$ cat src/sv/thread_scheduler_with_semaphores_core_defines.svh
// Assertion macros for the thread scheduler core.
// Used by the top level only; the macros expect clk and arst_n in scope.
`ifndef THREAD_SCHEDULER_WITH_SEMAPHORES_CORE_DEFINES_SVH
`define THREAD_SCHEDULER_WITH_SEMAPHORES_CORE_DEFINES_SVH

// Same-cycle implication, checked outside reset.
`define TSS_ASSERT_NOW(label, ante, cons, msg) \
	label: assert property (@(posedge clk) disable iff (!arst_n) (ante) |-> (cons)) \
		else $error(msg);

// Next-cycle implication, checked outside reset.
`define TSS_ASSERT_NEXT(label, ante, cons, msg) \
	label: assert property (@(posedge clk) disable iff (!arst_n) (ante) |=> (cons)) \
		else $error(msg);

`endif

$ cat src/sv/tss_pkg.sv
// Shared constants, codes and types of the thread scheduler core.
// No dependencies; imported by every module of the block.
`timescale 1ns / 1ps
`default_nettype none

package tss_pkg;

	// Sizes of the thread ring, event set and semaphore set.
	localparam int THREADS         = 6;
	localparam int PERIODIC_EVENTS = 2;
	localparam int SEMAPHORES      = 4;

	localparam int THR_W     = $clog2(THREADS);
	localparam int STEP_W    = $clog2(THREADS + 1);
	localparam int SEM_IDX_W = (SEMAPHORES > 1) ? $clog2(SEMAPHORES) : 1;

	// Field widths of the command and result words.
	localparam int MODE_W   = 3;
	localparam int TIME_W   = 16;
	localparam int SEM_ID_W = 2;
	localparam int COUNT_W  = 16;
	localparam int RUN_W    = 3;
	localparam int FIRED_W  = 2;
	localparam int EVCNT_W  = 2;
	localparam int REG_IDX_W  = 2;
	localparam int REG_DATA_W = 16;

	// Operation codes.
	localparam logic [MODE_W-1:0] MODE_SLICE  = 3'd0;
	localparam logic [MODE_W-1:0] MODE_TICK   = 3'd1;
	localparam logic [MODE_W-1:0] MODE_SLEEP  = 3'd2;
	localparam logic [MODE_W-1:0] MODE_WAIT   = 3'd3;
	localparam logic [MODE_W-1:0] MODE_SIGNAL = 3'd4;
	localparam logic [MODE_W-1:0] MODE_INIT   = 3'd5;

	// Configuration register indexes.
	localparam logic [REG_IDX_W-1:0] REG_EVENT_PERIOD_ZERO = 2'd0;
	localparam logic [REG_IDX_W-1:0] REG_EVENT_PERIOD_ONE  = 2'd1;
	localparam logic [REG_IDX_W-1:0] REG_EVENT_COUNT       = 2'd2;

	// Saturation limits of a semaphore count.
	localparam logic signed [COUNT_W-1:0] SEM_MIN = 16'sh8000;
	localparam logic signed [COUNT_W-1:0] SEM_MAX = 16'sh7fff;

	// Commands from the controller to the datapath.
	typedef struct packed {
		logic load;
		logic exec;
		logic step;
	} tss_cmd_t;

	// Status from the datapath to the controller.
	typedef struct packed {
		logic need_search;
		logic search_done;
	} tss_status_t;

endpackage

`default_nettype wire

$ cat src/sv/tss_ctrl.sv
// Controller state machine of the thread scheduler core.
// Depends on tss_pkg for the command and status types.
`timescale 1ns / 1ps
`default_nettype none

module tss_ctrl
	import tss_pkg::*;
(
	input  wire         clk,
	input  wire         arst_n,
	input  wire         start,
	input  wire tss_status_t status,
	output tss_cmd_t    cmd,
	output logic        busy,
	output logic        done
);

	localparam logic [1:0] ST_IDLE   = 2'd0;
	localparam logic [1:0] ST_EXEC   = 2'd1;
	localparam logic [1:0] ST_SEARCH = 2'd2;
	localparam logic [1:0] ST_DONE   = 2'd3;

	logic [1:0] state_q;
	logic [1:0] state_next;

	// Next state and command decode.
	always_comb begin
		cmd        = '0;
		state_next = state_q;
		case (state_q)
			ST_IDLE: begin
				if (start) begin
					cmd.load   = 1'b1;
					state_next = ST_EXEC;
				end
			end
			ST_EXEC: begin
				cmd.exec   = 1'b1;
				state_next = status.need_search ? ST_SEARCH : ST_DONE;
			end
			ST_SEARCH: begin
				cmd.step = 1'b1;
				if (status.search_done) begin
					state_next = ST_DONE;
				end
			end
			ST_DONE: begin
				state_next = ST_IDLE;
			end
			default: begin
				state_next = ST_IDLE;
			end
		endcase
	end

	// State register.
	always_ff @(posedge clk or negedge arst_n) begin
		if (!arst_n) begin
			state_q <= ST_IDLE;
		end else begin
			state_q <= state_next;
		end
	end

	assign busy = (state_q != ST_IDLE);
	assign done = (state_q == ST_DONE);

endmodule

`default_nettype wire

$ cat src/sv/tss_datapath.sv
// Datapath of the thread scheduler core: thread, semaphore and event state,
// the ring search unit and the result word. Depends on tss_pkg.
`timescale 1ns / 1ps
`default_nettype none

module tss_datapath
	import tss_pkg::*;
(
	input  wire                          clk,
	input  wire                          arst_n,
	input  wire tss_cmd_t                cmd,
	output tss_status_t                  status,
	input  wire  [MODE_W-1:0]            mode,
	input  wire  [TIME_W-1:0]            sleep_time,
	input  wire  [SEM_ID_W-1:0]          semaphore_id,
	input  wire  signed [COUNT_W-1:0]    semaphore_value,
	input  wire                          wr_en,
	input  wire  [REG_IDX_W-1:0]         wr_index,
	input  wire  [REG_DATA_W-1:0]        wr_data,
	output logic [RUN_W-1:0]             running_thread,
	output logic                         none_ready,
	output logic                         caller_blocked,
	output logic                         woken_valid,
	output logic [RUN_W-1:0]             woken_thread,
	output logic                         signal_unmatched,
	output logic [FIRED_W-1:0]           fired_events,
	output logic signed [COUNT_W-1:0]    semaphore_count
);

	// Scheduler state.
	logic [THR_W-1:0]              run_q;
	logic [TIME_W-1:0]             sleep_q   [THREADS];
	logic                          blk_q     [THREADS];
	logic [SEM_ID_W-1:0]           blk_on_q  [THREADS];
	logic signed [COUNT_W-1:0]     sem_q     [SEMAPHORES];
	logic [REG_DATA_W-1:0]         cd_q      [PERIODIC_EVENTS];
	logic [REG_DATA_W-1:0]         per_q     [PERIODIC_EVENTS];
	logic [EVCNT_W-1:0]            evcnt_q;

	// Latched command word.
	logic [MODE_W-1:0]             mode_q;
	logic [TIME_W-1:0]             stime_q;
	logic [SEM_ID_W-1:0]           sid_q;
	logic signed [COUNT_W-1:0]     sval_q;

	// Ring search unit.
	logic [THR_W-1:0]              cand_q;
	logic [STEP_W-1:0]             step_q;
	logic                          kind_q;

	// Result word.
	logic                          res_none_q;
	logic                          res_blk_q;
	logic                          res_wv_q;
	logic [THR_W-1:0]              res_woken_q;
	logic                          res_unm_q;
	logic [PERIODIC_EVENTS-1:0]    res_fired_q;
	logic signed [COUNT_W-1:0]     res_cnt_q;

	logic                          sid_ok;
	logic [SEM_IDX_W-1:0]          sidx;
	logic signed [COUNT_W-1:0]     cur_cnt;
	logic signed [COUNT_W-1:0]     wait_cnt;
	logic signed [COUNT_W-1:0]     sig_cnt;
	logic                          wait_blocks;
	logic                          sig_wakes;
	logic [THR_W-1:0]              first_cand;
	logic [THR_W-1:0]              next_cand;
	logic                          cand_hit;
	logic                          last_step;
	logic [PERIODIC_EVENTS-1:0]    ev_active;
	logic [PERIODIC_EVENTS-1:0]    fired_next;

	// Semaphore arithmetic on the addressed count, saturating both ways.
	always_comb begin
		sid_ok      = (32'(sid_q) < SEMAPHORES);
		sidx        = SEM_IDX_W'(sid_q);
		cur_cnt     = sem_q[sidx];
		wait_cnt    = (cur_cnt == SEM_MIN) ? cur_cnt : cur_cnt - 16'sd1;
		sig_cnt     = (cur_cnt == SEM_MAX) ? cur_cnt : cur_cnt + 16'sd1;
		wait_blocks = sid_ok && (wait_cnt < 16'sd0);
		sig_wakes   = sid_ok && (sig_cnt <= 16'sd0);
	end

	// Which operations go on to a ring search, and one ring candidate per
	// cycle: a runnable thread, or a waiter on sid_q.
	always_comb begin
		case (mode_q)
			MODE_SLICE:  status.need_search = 1'b1;
			MODE_SLEEP:  status.need_search = 1'b1;
			MODE_WAIT:   status.need_search = wait_blocks;
			MODE_SIGNAL: status.need_search = sig_wakes;
			default:     status.need_search = 1'b0;
		endcase
		first_cand = (run_q == THR_W'(THREADS - 1)) ? '0 : run_q + THR_W'(1);
		next_cand  = (cand_q == THR_W'(THREADS - 1)) ? '0 : cand_q + THR_W'(1);
		if (kind_q) begin
			cand_hit = blk_q[cand_q] && (blk_on_q[cand_q] == sid_q);
		end else begin
			cand_hit = !blk_q[cand_q] && (sleep_q[cand_q] == '0);
		end
		last_step          = (step_q == STEP_W'(THREADS));
		status.search_done = cand_hit || last_step;
	end

	// Events that are in use, and those that fire on a tick.
	always_comb begin
		for (int e = 0; e < PERIODIC_EVENTS; e++) begin
			ev_active[e]  = (32'(evcnt_q) > e);
			fired_next[e] = ev_active[e] && (cd_q[e] == '0);
		end
	end

	// Scheduler state, configuration and per-operation updates.
	always_ff @(posedge clk or negedge arst_n) begin
		if (!arst_n) begin
			run_q   <= '0;
			evcnt_q <= '0;
			for (int t = 0; t < THREADS; t++) begin
				sleep_q[t]  <= '0;
				blk_q[t]    <= 1'b0;
				blk_on_q[t] <= '0;
			end
			for (int s = 0; s < SEMAPHORES; s++) begin
				sem_q[s] <= '0;
			end
			for (int e = 0; e < PERIODIC_EVENTS; e++) begin
				cd_q[e]  <= '0;
				per_q[e] <= '0;
			end
		end else begin
			// Configuration writes; a period write also reloads its countdown.
			if (wr_en) begin
				for (int e = 0; e < PERIODIC_EVENTS; e++) begin
					if (e < 2 && wr_index == REG_IDX_W'(e)) begin
						per_q[e] <= wr_data;
						cd_q[e]  <= wr_data;
					end
				end
				if (wr_index == REG_EVENT_COUNT) begin
					evcnt_q <= wr_data[EVCNT_W-1:0];
				end
			end

			// Execute step of an operation, after its command word is latched.
			if (cmd.exec) begin
				case (mode_q)
					MODE_TICK: begin
						for (int t = 0; t < THREADS; t++) begin
							if (sleep_q[t] != '0) begin
								sleep_q[t] <= sleep_q[t] - TIME_W'(1);
							end
						end
						for (int e = 0; e < PERIODIC_EVENTS; e++) begin
							if (ev_active[e]) begin
								if (cd_q[e] != '0) begin
									cd_q[e] <= cd_q[e] - REG_DATA_W'(1);
								end else begin
									cd_q[e] <= per_q[e];
								end
							end
						end
					end
					MODE_SLEEP: begin
						sleep_q[run_q] <= stime_q;
					end
					MODE_WAIT: begin
						if (sid_ok) begin
							sem_q[sidx] <= wait_cnt;
						end
						if (wait_blocks) begin
							blk_q[run_q]    <= 1'b1;
							blk_on_q[run_q] <= sid_q;
						end
					end
					MODE_SIGNAL: begin
						if (sid_ok) begin
							sem_q[sidx] <= sig_cnt;
						end
					end
					MODE_INIT: begin
						if (sid_ok) begin
							sem_q[sidx] <= sval_q;
						end
					end
					default: begin
					end
				endcase
			end

			// A hit ends the search: switch threads or release the waiter.
			if (cmd.step && cand_hit) begin
				if (kind_q) begin
					blk_q[cand_q] <= 1'b0;
				end else begin
					run_q <= cand_q;
				end
			end
		end
	end

	// Command word, search unit and result word.
	always_ff @(posedge clk) begin
		if (cmd.load) begin
			mode_q  <= mode;
			stime_q <= sleep_time;
			sid_q   <= semaphore_id;
			sval_q  <= semaphore_value;
		end

		if (cmd.exec) begin
			cand_q      <= first_cand;
			step_q      <= STEP_W'(1);
			kind_q      <= (mode_q == MODE_SIGNAL);
			res_none_q  <= 1'b0;
			res_wv_q    <= 1'b0;
			res_woken_q <= '0;
			res_unm_q   <= 1'b0;
			res_blk_q   <= (mode_q == MODE_WAIT) && wait_blocks;
			res_fired_q <= (mode_q == MODE_TICK) ? fired_next : '0;
			case (mode_q)
				MODE_WAIT:   res_cnt_q <= sid_ok ? wait_cnt : '0;
				MODE_SIGNAL: res_cnt_q <= sid_ok ? sig_cnt : '0;
				MODE_INIT:   res_cnt_q <= sid_ok ? sval_q : '0;
				default:     res_cnt_q <= '0;
			endcase
		end

		if (cmd.step) begin
			if (cand_hit) begin
				if (kind_q) begin
					res_wv_q    <= 1'b1;
					res_woken_q <= cand_q;
				end
			end else begin
				cand_q <= next_cand;
				step_q <= step_q + STEP_W'(1);
				if (last_step) begin
					if (kind_q) begin
						res_unm_q <= 1'b1;
					end else begin
						res_none_q <= 1'b1;
					end
				end
			end
		end
	end

	assign running_thread   = RUN_W'(run_q);
	assign none_ready       = res_none_q;
	assign caller_blocked   = res_blk_q;
	assign woken_valid      = res_wv_q;
	assign woken_thread     = RUN_W'(res_woken_q);
	assign signal_unmatched = res_unm_q;
	assign fired_events     = FIRED_W'(res_fired_q);
	assign semaphore_count  = res_cnt_q;

endmodule

`default_nettype wire

$ cat src/sv/thread_scheduler_with_semaphores_core.sv
// Top level of the thread scheduler core: controller plus datapath.
// Depends on tss_pkg, tss_ctrl, tss_datapath and the assertion header.
//
// Round-robin scheduler for a ring of six threads with four counting
// semaphores and two periodic events. An operation is taken when start is
// high and busy is low; its result word appears on the result ports for
// exactly one cycle with done high, and must be captured then, since the
// receiver cannot stall the block. One operation is in flight at a time.
// Tick, semaphore init and operations that need no reschedule go through
// the exec and done states; a slice, a sleep, a blocking wait or a signal
// that may wake a waiter also takes the search state, where the ring search
// checks one candidate thread per cycle, up to every thread. busy falls in
// the cycle after done. Registers are to be written with wr_en only while
// the block is idle, which the block does not enforce; they take effect at once.
`timescale 1ns / 1ps
`default_nettype none

`include "thread_scheduler_with_semaphores_core_defines.svh"

module thread_scheduler_with_semaphores_core
	import tss_pkg::*;
(
	input  wire                          clk,
	input  wire                          arst_n,
	input  wire                          start,
	output logic                         busy,
	input  wire  [MODE_W-1:0]            mode,
	input  wire  [TIME_W-1:0]            sleep_time,
	input  wire  [SEM_ID_W-1:0]          semaphore_id,
	input  wire  signed [COUNT_W-1:0]    semaphore_value,
	input  wire                          wr_en,
	input  wire  [REG_IDX_W-1:0]         wr_index,
	input  wire  [REG_DATA_W-1:0]        wr_data,
	output logic                         done,
	output logic [RUN_W-1:0]             running_thread,
	output logic                         none_ready,
	output logic                         caller_blocked,
	output logic                         woken_valid,
	output logic [RUN_W-1:0]             woken_thread,
	output logic                         signal_unmatched,
	output logic [FIRED_W-1:0]           fired_events,
	output logic signed [COUNT_W-1:0]    semaphore_count
);

	tss_cmd_t    cmd;
	tss_status_t status;

	// Sequencer.
	tss_ctrl u_ctrl (
		.clk    (clk),
		.arst_n (arst_n),
		.start  (start),
		.status (status),
		.cmd    (cmd),
		.busy   (busy),
		.done   (done)
	);

	// State, search unit and result word.
	tss_datapath u_datapath (
		.clk              (clk),
		.arst_n           (arst_n),
		.cmd              (cmd),
		.status           (status),
		.mode             (mode),
		.sleep_time       (sleep_time),
		.semaphore_id     (semaphore_id),
		.semaphore_value  (semaphore_value),
		.wr_en            (wr_en),
		.wr_index         (wr_index),
		.wr_data          (wr_data),
		.running_thread   (running_thread),
		.none_ready       (none_ready),
		.caller_blocked   (caller_blocked),
		.woken_valid      (woken_valid),
		.woken_thread     (woken_thread),
		.signal_unmatched (signal_unmatched),
		.fired_events     (fired_events),
		.semaphore_count  (semaphore_count)
	);

	// An accepted operation keeps the block busy and has no result yet.
	`TSS_ASSERT_NEXT(a_accept_busy, start && !busy, busy && !done, "accept did not raise busy")
	// Each operation gives exactly one result word.
	`TSS_ASSERT_NEXT(a_single_done, done, !done, "done held for more than one cycle")
	// A blocking wait leaves a negative count and wakes nobody.
	`TSS_ASSERT_NOW(a_blocked_count, done && caller_blocked,
		semaphore_count < 16'sd0 && !woken_valid, "blocked caller with bad count")
	// A wakeup only happens on a count at or below zero.
	`TSS_ASSERT_NOW(a_woken_count, done && woken_valid,
		semaphore_count <= 16'sd0 && !signal_unmatched, "wakeup with bad count")

endmodule

`default_nettype wire
$ cat config.mk
export PLATFORM = sky130hd
export DESIGN_NAME = thread_scheduler_with_semaphores_core
export DESIGN_NICKNAME = d
export VERILOG_FILES = /design/src/sv/tss_pkg.sv /design/src/sv/tss_ctrl.sv /design/src/sv/tss_datapath.sv /design/src/sv/thread_scheduler_with_semaphores_core.sv
export VERILOG_INCLUDE_DIRS = /design/src /design/src/sv
export SDC_FILE = /design/constraint.sdc
export NUM_CORES = 1
export LEC_CHECK = 0
export BUFFER_PORTS_ARGS = -buffer_cell sky130_fd_sc_hd__buf_2
export CAP_MARGIN = 10
export CORE_ASPECT_RATIO = 0.75
export CORE_UTILIZATION = 60
export CTS_BUF_LIST = sky130_fd_sc_hd__clkbuf_2
export CTS_CLUSTER_SIZE = 10
export DETAILED_ROUTE_END_ITERATION = 8
export PLACE_DENSITY = 0.86
export SLEW_MARGIN = 20
export SYNTH_ARGS = -nofsm -noshare
export SYNTH_HDL_FRONTEND = slang
export SYNTH_SLANG_ARGS = --single-unit
$ cat constraint.sdc
create_clock -name clk -period 3.35 [get_ports clk]
set_input_delay 0.67 -clock clk [delete_from_list [all_inputs] [get_ports clk]]
set_output_delay 0.67 -clock clk [all_outputs]
set_load 0.1 [all_outputs]
# After elaboration in Yosys (flattened, before gate mapping)
# Index checks and enable logic that the tools add are counted.
[classes]
add_sub_neg = 13
magnitude_cmp = 10
n_eq_ne = 24
mux = 88
n_bitwise = 7
reduce_logical = 42
[op_table]
columns = ["op", "count"]
rows = [
  ["16-bit two-way mux", 20],
  ["64-bit bitwise mux", 3],
  ["64-bit one-hot mux with 3 select lines", 1],
  ["96-bit one-hot mux with 2 select lines", 1],
  ["16-bit nonzero test", 8],
  ["16-bit by 1-bit subtractor with 16-bit output (second input constant)", 8],
  ["96-bit bitwise mux", 1],
  ["32-bit two-way mux", 3],
  ["16-bit binary-select mux with 3-bit select", 1],
  ["16-bit demux with 3-bit select", 1],
  ["16-bit logical NOT", 3],
  ["16-bit one-hot mux with 3 select lines", 1],
  ["3-bit two-way mux", 12],
  ["16-bit binary-select mux with 2-bit select", 1],
  ["16-bit demux with 2-bit select", 1],
  ["16-bit equality test (second input constant)", 2],
  ["6-bit two-way mux", 5],
  ["1-bit two-way mux", 24],
  ["3-bit AND reduction", 7],
  ["16-bit by 2-bit adder with 16-bit output (second input constant)", 1],
  ["16-bit by 1-bit less-or-equal comparator with 1-bit output (second input constant)", 1],
  ["16-bit by 1-bit < comparator with 1-bit output (second input constant)", 1],
  ["16-bit by 2-bit subtractor with 16-bit output (second input constant)", 1],
  ["3-bit equality test (second input constant)", 5],
  ["36 further kinds", 72],
]
[word_totals]
ff_bits = 318
input_bits = 59
out_inout_bits = 30
wordCells = 227

# Logic depth before layout (Yosys ltp)
# Gate-level depths: netlist (run 1).
[logic_depth]
ltp_word = 13
depth_mapped = 16
mapped_depth_nobuf = 11

# By module
# Synthesis (run 1) repeated with hierarchy kept, for this count alone.
[unflattened]
cells_unflattened = 1878
area_unflattened_um2 = 17091.4
[by_module_without_submodules]
columns = ["module", "n_inst", "cells_per_inst", "area_each_um2", "seq_area_each_um2"]
rows = [
  ["tss_datapath", 1, 1859, 16889.9, 8132.8],
  ["tss_ctrl", 1, 19, 201.4, 50.0],
]

# Worst setup path before layout (run 1)
# Ideal clock, no wire load.
[synth_path]
path_type = "reg-to-reg"
start = "register u_datapath.sid_q[1]"
end = "register u_datapath.sem_q[52] (netlist bit)"
setup_time_ps = 139
arrival_time_ps = 2962
t_required_ps = 3211
setup_slack_ps = 248
stages_incl_launch_ff = 15
path_buffers = 4
period_less_slack_ps = 3102
cell_sequence = "edfxtp_1 buf_2 buf_4 buf_2 mux4_2 ha_1 nor2b_1 a2bb2oi_1 or4_1 buf_2 o2111ai_1 xor2_1 o21ai_1 a21oi_1 a21oi_1"
[synth_between]
elab_chain_len = 8
elab_cells_between_ends = 19
cone_classes = "add/sub (2); order compare (2); eq/ne (2); mux (11); bitwise (1); reduce/logical (1)"
[synth_lines]
columns = ["item", "line", "source"]
rows = [
  ["from (decl)", "tss_datapath.sv:43", "logic [SEM_ID_W-1:0] sid_q;"],
  ["from (signal assigned)", "tss_datapath.sv:207", "sid_q <= semaphore_id;"],
  ["2-bit inverter with 3-bit output (not written as such) (*)", "n/a", ""],
  ["16-bit binary-select mux with 2-bit select", "tss_datapath.sv:78", "cur_cnt = sem_q[sidx];"],
  ["16-bit two-way mux (not written as such) (2 in a row)", "tss_datapath.sv:78", ""],
  ["16-bit by 2-bit adder with 16-bit output (tied with other cells)", "tss_datapath.sv:80", "sig_cnt = (cur_cnt == SEM_MAX) ? cur_cnt : cur_cnt + 16'sd1;"],
  ["16-bit two-way mux, on equally long branches", "tss_datapath.sv:80, tss_datapath.sv:79", ""],
  ["64-bit bitwise mux, on equally long branches", "tss_datapath.sv:178, tss_datapath.sv:169", ""],
  ["64-bit one-hot mux with 3 select lines (*)", "tss_datapath.sv:147", "case (mode_q)"],
  ["to (signal, indexed assignment)", "tss_datapath.sv:169", "sem_q[sidx] <= wait_cnt;"],
  ["to (signal, indexed assignment)", "tss_datapath.sv:178", "sem_q[sidx] <= sig_cnt;"],
  ["to (signal, indexed assignment)", "tss_datapath.sv:183", "sem_q[sidx] <= sval_q;"],
  ["to (decl)", "tss_datapath.sv:35", "logic signed [COUNT_W-1:0] sem_q [SEMAPHORES];"],
]
# Every way passes the cells marked *; elsewhere a longest branch is shown, timed or not. The select of a mux whose other input is x is not followed.
# A chain may end at the register's enable or synchronous reset.

# Final worst setup path (run 1)
[layout_path]
start = "register u_datapath.sid_q[1]"
end = "register u_datapath.sem_q[55] (netlist bit)"
# Same word-level chain as after synthesis.

==> flow_metrics.env, run 1 <==
export IMPL_syn_num_nets=2020
export IMPL_fin_cells=2578
export IMPL_fmax_mhz=309
export IMPL_grt_util_all_layers_pct=34.6
export IMPL_placement_cell_area_um2=18300
export IMPL_syn_avg_cell_area_um2=8.89
export IMPL_clock_sinks=318
export IMPL_crit_family="simple AND/OR/NAND/NOR gates"
export IMPL_grt_ovfl_total=0
export IMPL_gp_congestion=0.993
export IMPL_synth_edff_count=57
export IMPL_worstSetupEndpointType="flip-flop"
export IMPL_syn_to_final_growth_pct=13.8
export IMPL_fin_crit_sh_pct=96.7
export IMPL_path_buf_inv=1
export IMPL_totalWireLength_mm=49.9
export IMPL_vdd_drop_max_mv=0.898
export IMPL_power_density_nw_per_um2=847
export IMPL_critPathLaunchType="flip-flop"
export IMPL_cts_clk_slew_worst_paths_ns=0.14
export IMPL_seq_area_frac_synth_pct=47.4
export IMPL_synthCells=1943
export IMPL_final_area_um2=19700
export IMPL_worstMarginPinSlew_ns=1.06
export IMPL_fin_nets=2205
export IMPL_dp_hpwl_mm=33.7
export IMPL_hold_slack_ns=0.100
export IMPL_synthTopCellsByArea="dfrtp_1 (36%), edfxtp_1 (9.9%), o21ai_0 (6.6%)"
export IMPL_synth_top_cell_by_area="dfrtp_1"
export IMPL_grt_max_degree=90
export IMPL_netlist_area_leader_share_pct=36.1
export IMPL_start_util_pct=61.3
export IMPL_crit_type="flip-flop to flip-flop"
export IMPL_setup_violations=0
export IMPL_hold_class="input pin to flip-flop"
export IMPL_cts_tree="done"
export IMPL_max_stage_delay_ns=0.64
export IMPL_synth_cell_types=78
export IMPL_maxSlewViolCount=0
export IMPL_power_mw=16.6
export IMPL_final_min_clock_period_ns=3.24
export IMPL_core_area_um2=28200
export IMPL_final_cell_mix="nand2_1 (301), dfrtp_1 (249), o21ai_0 (227)"
export IMPL_crit_chain="buf_4 -> mux4_2 -> nand4b_1 -> or2_2 -> o211ai_1 -> xor2_2 -> o21ai_1 -> a21oi_2 -> a21oi_1"
export IMPL_viasPerCell=6.33
export IMPL_rows=53
export IMPL_cts_root_buffer="clkbuf_2"
export IMPL_die_area_um2=29500
export IMPL_drive_above_1_share_pct=18.3
export IMPL_num_io_pins=89
export IMPL_finalHoldViolCount=0
export IMPL_io_buffer_count=88
export IMPL_worstPathMaxFanout=10
export IMPL_clockBufferDepth=3
export IMPL_fillers=2121
export IMPL_critPathRequiredTime_ns=4.18
export IMPL_drt_wirelength_per_cell_um=19.3
export IMPL_yosysWarnings=0
export IMPL_die_h_um=149
export IMPL_htreeDepth=3
export IMPL_drt_pass1_iter_count=8
export IMPL_multiInputGateArea_um2=8500
export IMPL_post_route_drc_count=0
export IMPL_arrival_ns=4.07
export IMPL_max_cap_viol_count=0
export IMPL_yosys_register_bits=318
export IMPL_status="finished, final reports clean"
export IMPL_insertion_delay_ns=0.97
export IMPL_place_inst=2371
export IMPL_ys_flop_type="dfrtp_1"
export IMPL_antenna_found_initial=1
export IMPL_drt_iter0_drc=1534
export IMPL_grt_pass1_wl_mm=80.1
export IMPL_final_common_cell="nand2_1"
export IMPL_slew_headroom_pct=29.2
export IMPL_synth_area_um2=17300
export IMPL_slowest_stage="mux4_2"
export IMPL_seq_area_um2=8180
export IMPL_die_w_um=198
export IMPL_vias=16300
export IMPL_numCtsBuffers=77
export IMPL_power_leakage_nw=8.53
export IMPL_synthArstFlopShare_pct=78.3
export IMPL_ant_nets=0
export IMPL_skew_ns=0.0501
export IMPL_grt_pass1_vias=15300
==> report_power, final <==
| group | switching (mW) | leakage [nW] | internal (mW) |
|---|---|---|---|
| Sequential | 1.37 | 3.82 | 5.28 |
| Clock | 1.62 | 0.551 | 0.961 |
| Combinational | 4.74 | 4.15 | 2.68 |
| Total | 7.72 | 8.53 | 8.92 |
==> final cells by class <==
class | count | share of cell area [%]
Multi-Input combinational cell | 1467 | 43.3
Sequential cell | 318 | 41.6
Timing Repair Buffer | 226 | 8.38
Clock buffer | 122 | 3.11
Tap cell | 385 | 2.45
Inverter | 38 | 0.726
Clock inverter | 21 | 0.433
Antenna cell | 1 | 0.0127
==> worst register-to-register path, stage by stage, from the launching register on <==
cell	delay, ns
edfxtp_1	0.49
buf_4	0.25
mux4_2	0.65
nand4b_1	0.33
or2_2	0.44
o211ai_1	0.27
xor2_2	0.24
o21ai_1	0.12
a21oi_2	0.24
a21oi_1	0.10
==> metrics by stage <==
| stage | worst slack [ns] | util [%] | setup TNS, ns |
|---|---|---|---|
| 6_report | 0.111 | 69.7 | 0 |
| 5_1_grt | -0.0226 | 69.7 | -0.0482 |
| 4_1_cts | 0.0496 | 69.3 | 0 |
| 3_5_place_dp | -0.119 | 64.9 | -0.234 |
| 3_3_place_gp | -0.0507 | 64.9 | -0.0990 |
| 2_1_floorplan | 0.248 | - | 0 |
==> state kept, by name, summed over array words and instances, names as in the netlist, 6 cells and up <==
signal and count:
u_datapath.blk_on_q 12, u_datapath.sleep_q 96, u_datapath.per_q 32, u_datapath.blk_q 6, u_datapath.stime_q 16, u_datapath.sem_q 64, u_datapath.semaphore_count 16, u_datapath.cd_q 32
u_datapath.sval_q 16
==> cells in the mapped netlist, types with 25 or more instances <==
cell	count
nand3_1	28
a21oi_1	151
a22oi_1	33
clkbuf_1	102
o21ai_0	228
dfrtp_1	249
nor4_1	41
edfxtp_1	57
inv_1	36
nor2_1	213
a31oi_1	41
nand2_1	301
xnor2_1	25
nor3_1	64
==> layer usage <==
metal | wire, um | global-route usage (%) | part of all wire (%) | vias up
li1 | - | - | - | 7409
met1 | 20300 | 48.3 | 41 | 7747
met2 | 22000 | 51.4 | 44 | 1000
met3 | 5850 | 8.59 | 12 | 165
met4 | 1750 | 15.2 | 3.5 | 0
met5 | 0 | 0 | 0 | -
==> worst paths after layout <==
| path | startpoint | endpoint | slack [ns] | depth (start not counted) |
|---|---|---|---|---|
| min in group asynchronous | arst_n | u_datapath.per_q[26] | 0.34 | 2 |
| setup reg to reg | u_datapath.sid_q[1] | u_datapath.sem_q[55] | 0.11 | 9 |
| max in group asynchronous | arst_n | u_datapath.sem_q[38] | 2.18 | 3 |
| hold reg to reg | u_datapath.none_ready | u_datapath.none_ready | 0.48 | 1 |
| setup / recovery | u_datapath.sid_q[1] | u_datapath.sem_q[55] | 0.11 | 9 |
| hold / removal | wr_index[1] | u_datapath.per_q[22] | 0.10 | 4 |
==> kinds of logic (layout without fill, tap and decap cells) <==
| group | count (synthesis) | in the layout | share of synthesized area (%) |
|---|---|---|---|
| muxes | 65 | 65 | 5.53 |
| buffers and inverters | 158 | 407 | 3.76 |
| DFF | 318 | 318 | 47.4 |
| AOI/OAI and AO/OA | 580 | 580 | 19.5 |
| and+or+nand+nor | 764 | 764 | 20.5 |
| xor gates and xnor gates | 40 | 40 | 2.03 |
| other | 0 | 1 | 0 |
| adders and majority gates | 18 | 18 | 1.30 |
==> what timing repair did <==
item | in CTS | in global routing
setup buffers | 0 | 9
hold buffers | 54 | 0
gates resized for setup | 1 | 12
endpoints found under the hold margin | 174 | 0
setup endpoints to repair | 9 | 74
gates cloned | 0 | 0
pin swaps | 0 | 2
Power figures use the tool's default switching activity.
==> run 2, diff against run 1 <==
--- a/config.mk
+++ b/config.mk
@@ -9,11 +9,12 @@
 export BUFFER_PORTS_ARGS = -buffer_cell sky130_fd_sc_hd__buf_2
 export CAP_MARGIN = 10
 export CORE_ASPECT_RATIO = 0.75
-export CORE_UTILIZATION = 60
+export CORE_UTILIZATION = 50
 export CTS_BUF_LIST = sky130_fd_sc_hd__clkbuf_2
 export CTS_CLUSTER_SIZE = 10
 export DETAILED_ROUTE_END_ITERATION = 8
-export PLACE_DENSITY = 0.86
+export PLACE_DENSITY = 0.75
+export REMOVE_ABC_BUFFERS = 1
 export SLEW_MARGIN = 20
 export SYNTH_ARGS = -nofsm -noshare
 export SYNTH_HDL_FRONTEND = slang
==> run 2 against run 1 <==
Net effect:
- combinational power decreased by 2%
- non-clock buffer count decreased by 11
- clock-buffer cell count decreased by 4
- sequential cell count unchanged
- worst hold slack improved by 0.095 ns
- sequential share of layout area decreased by 0.056 points
- setup slack improved by 0.012 ns
- power decreased by 0.58%
- global-route usage decreased by 5.9 points
- first-iteration DRC count increased by 15%
- critical path type unchanged
- critical endpoint is now u_datapath.sem_q[39]
- largest cell class unchanged
==> flow_metrics.env, run 2 (synthesized netlist as in run 1, its figures left out) <==
export IMPL_grt_pass1_vias=15200
export IMPL_clockBufferDepth=3
export IMPL_rr_worst_depth=10
export IMPL_dp_hpwl_mm=33.7
export IMPL_timing_rr_start="u_datapath.sid_q[0]"
export IMPL_status="finished, final reports clean"
export IMPL_worstPathMaxFanout=9
export IMPL_drt_pass1_iter_count=5
export IMPL_vdd_drop_max_mv=0.511
export IMPL_r2r_end="u_datapath.sem_q[39]"
export IMPL_holdPathEnd="u_ctrl.state_q[1]"
export IMPL_max_cap_viol_count=0
export IMPL_insertion_delay_ns=0.98
export IMPL_worstSetupEndpointType="flip-flop"
export IMPL_cts_clk_slew_worst_paths_ns=0.12
export IMPL_viasPerCell=6.10
export IMPL_seq_area_um2=8180
export IMPL_use_met3_pct=6.27
export IMPL_top_usage_layer="met2"
export IMPL_final_area_um2=19700
export IMPL_critPathRequiredTime_ns=4.18
export IMPL_hold_path_depth=3
export IMPL_die_area_um2=35300
export IMPL_largestRegisters="u_datapath.sleep_q: 96 flops, u_datapath.sem_q: 64 flops"
export IMPL_fillers=2973
export IMPL_final_cell_mix="nand2_1 (301), dfrtp_1 (249), o21ai_0 (227)"
export IMPL_grt_ovfl_total=0
export IMPL_worstHoldStart="start"
export IMPL_maxSlewViolCount=0
export IMPL_drt_iter0_drc=1759
export IMPL_post_route_drc_count=0
export IMPL_vias=16100
export IMPL_start_util_pct=51.2
export IMPL_power_density_nw_per_um2=841
export IMPL_drt_wirelength_per_cell_um=19.2
export IMPL_clock_sinks=318
export IMPL_largest_reg_flops=96
export IMPL_skew_ns=0.0860
export IMPL_final_min_clock_period_ns=3.23
export IMPL_power_leakage_nw=8.46
export IMPL_grt_max_degree=88
export IMPL_use_met2_pct=42.2
export IMPL_rrSetupSlack_ns=0.12
export IMPL_fin_nets=2196
export IMPL_arrival_ns=4.06
export IMPL_cts_root_buffer="clkbuf_2"
export IMPL_cts_tree="done"
export IMPL_fmax_mhz=310
export IMPL_core_area_um2=33700
export IMPL_die_w_um=217
export IMPL_worstMarginPinSlew_ns=1.08
export IMPL_numCtsBuffers=79
export IMPL_fin_crit_sh_pct=96.3
export IMPL_grt_pass1_wl_mm=80.1
export IMPL_rows=58
export IMPL_num_io_pins=89
export IMPL_power_mw=16.5
export IMPL_grt_met1_usage_pct=41.4
export IMPL_io_buffer_count=88
export IMPL_grt_util_all_layers_pct=28.7
export IMPL_antenna_found_initial=2
export IMPL_final_common_cell="nand2_1"
export IMPL_totalWireLength_mm=50.7
export IMPL_setup_violations=0
export IMPL_regMostFlops="u_datapath.sleep_q"
export IMPL_crit_start="u_datapath.sid_q[0]"
export IMPL_gp_congestion=0.983
export IMPL_ant_nets=0
export IMPL_placement_cell_area_um2=18300
export IMPL_drive_above_1_share_pct=17.8
export IMPL_syn_to_final_growth_pct=14.0
export IMPL_finalHoldViolCount=0
export IMPL_hold_class="input pin to flip-flop"
export IMPL_htreeDepth=3
export IMPL_multiInputGateArea_um2=8520
export IMPL_die_h_um=163
export IMPL_slew_headroom_pct=27.2
export IMPL_crit_type="flip-flop to flip-flop"
export IMPL_critPathLaunchType="flip-flop"
run 2: changes by cell type in the layout (fill, tap and decap cells not counted), moves of 2 or more:
cell      before  now
buf_4         82   70
clkbuf_2     122  118
clkinv_1      15   19
nor4_2         5    2
clkinv_2       2    4
ha_2           2    0
nor3_2         1    3
nor4_4         2    4
run 2: metrics by stage:
stage | std cells | setup TNS [ns] | worst slack (ns) | utilization (%) | hold slack [ns]
after floorplan | 1823 | -570.38 | -6.78 | - | 0.374
after global placement | 2421 | 0 | 0.0735 | 54.1 | 0.453
after CTS | 2620 | 0 | 0.0364 | 57.9 | 0.132
after detailed placement | 2421 | 0 | 0.00371 | 54.1 | 0.462
final | 2634 | 0 | 0.123 | 58.3 | 0.195
after global routing | 2634 | -0.0244 | -0.0139 | 58.3 | 0.157
run 2: critical path, cell delays in order (launching register included):
cell      delay [ns]
edfxtp_1        0.49
buf_6           0.20
mux4_2          0.48
buf_4           0.16
nand2_1         0.14
or4_4           0.63
o211ai_1        0.24
xor2_1          0.26
o21ai_1         0.13
a21oi_2         0.26
a21oi_1         0.10
run 2: metal layers:
| metal | share of wire [%] | up-vias |
|---|---|---|
| met5 | 0 | - |
| met4 | 3.0 | 0 |
| met3 | 9.6 | 124 |
| met2 | 44 | 840 |
| met1 | 44 | 7697 |
| li1 | - | 7401 |
run 2: area by class of cell:
type                       instances  area share, %
antenna                            2         0.0254
timing repair buffer             215           7.97
clock inverter                    26          0.540
inverter                          38          0.725
tap                              450           2.86
clock buffer                     118           3.00
multi-input combinational       1467           43.3
sequential                       318           41.6
run 2: repair_timing:
action                                  4_1_cts  5_1_grt
hold buffers                                 54        0
endpoints found under the setup margin       21       77
hold endpoints to repair                    176        0
pin swaps                                     0        3
buffers inserted                              1       12
gates resized for setup                       3       12
run 2: where the power goes:
part	total [mW]	internal, mW	switching [mW]
Sequential	6.64	5.28	1.36
Combinational	7.30	2.62	4.68
Clock	2.61	0.942	1.67
Total	16.5	8.84	7.71
run 2: how the worst max path moves through the flow:
stage	end	slack, ns	cells past startpoint
after CTS	u_datapath.sem_q[50]	0.04	10
after global routing	u_datapath.sem_q[15]	-0.01	12
after detailed placement	u_datapath.blk_on_q[5]	0.004	11
after floorplan	u_datapath.sleep_q[52]	-6.78	6
final	u_datapath.sem_q[39]	0.12	10
after global placement	u_datapath.blk_q[4]	0.07	12
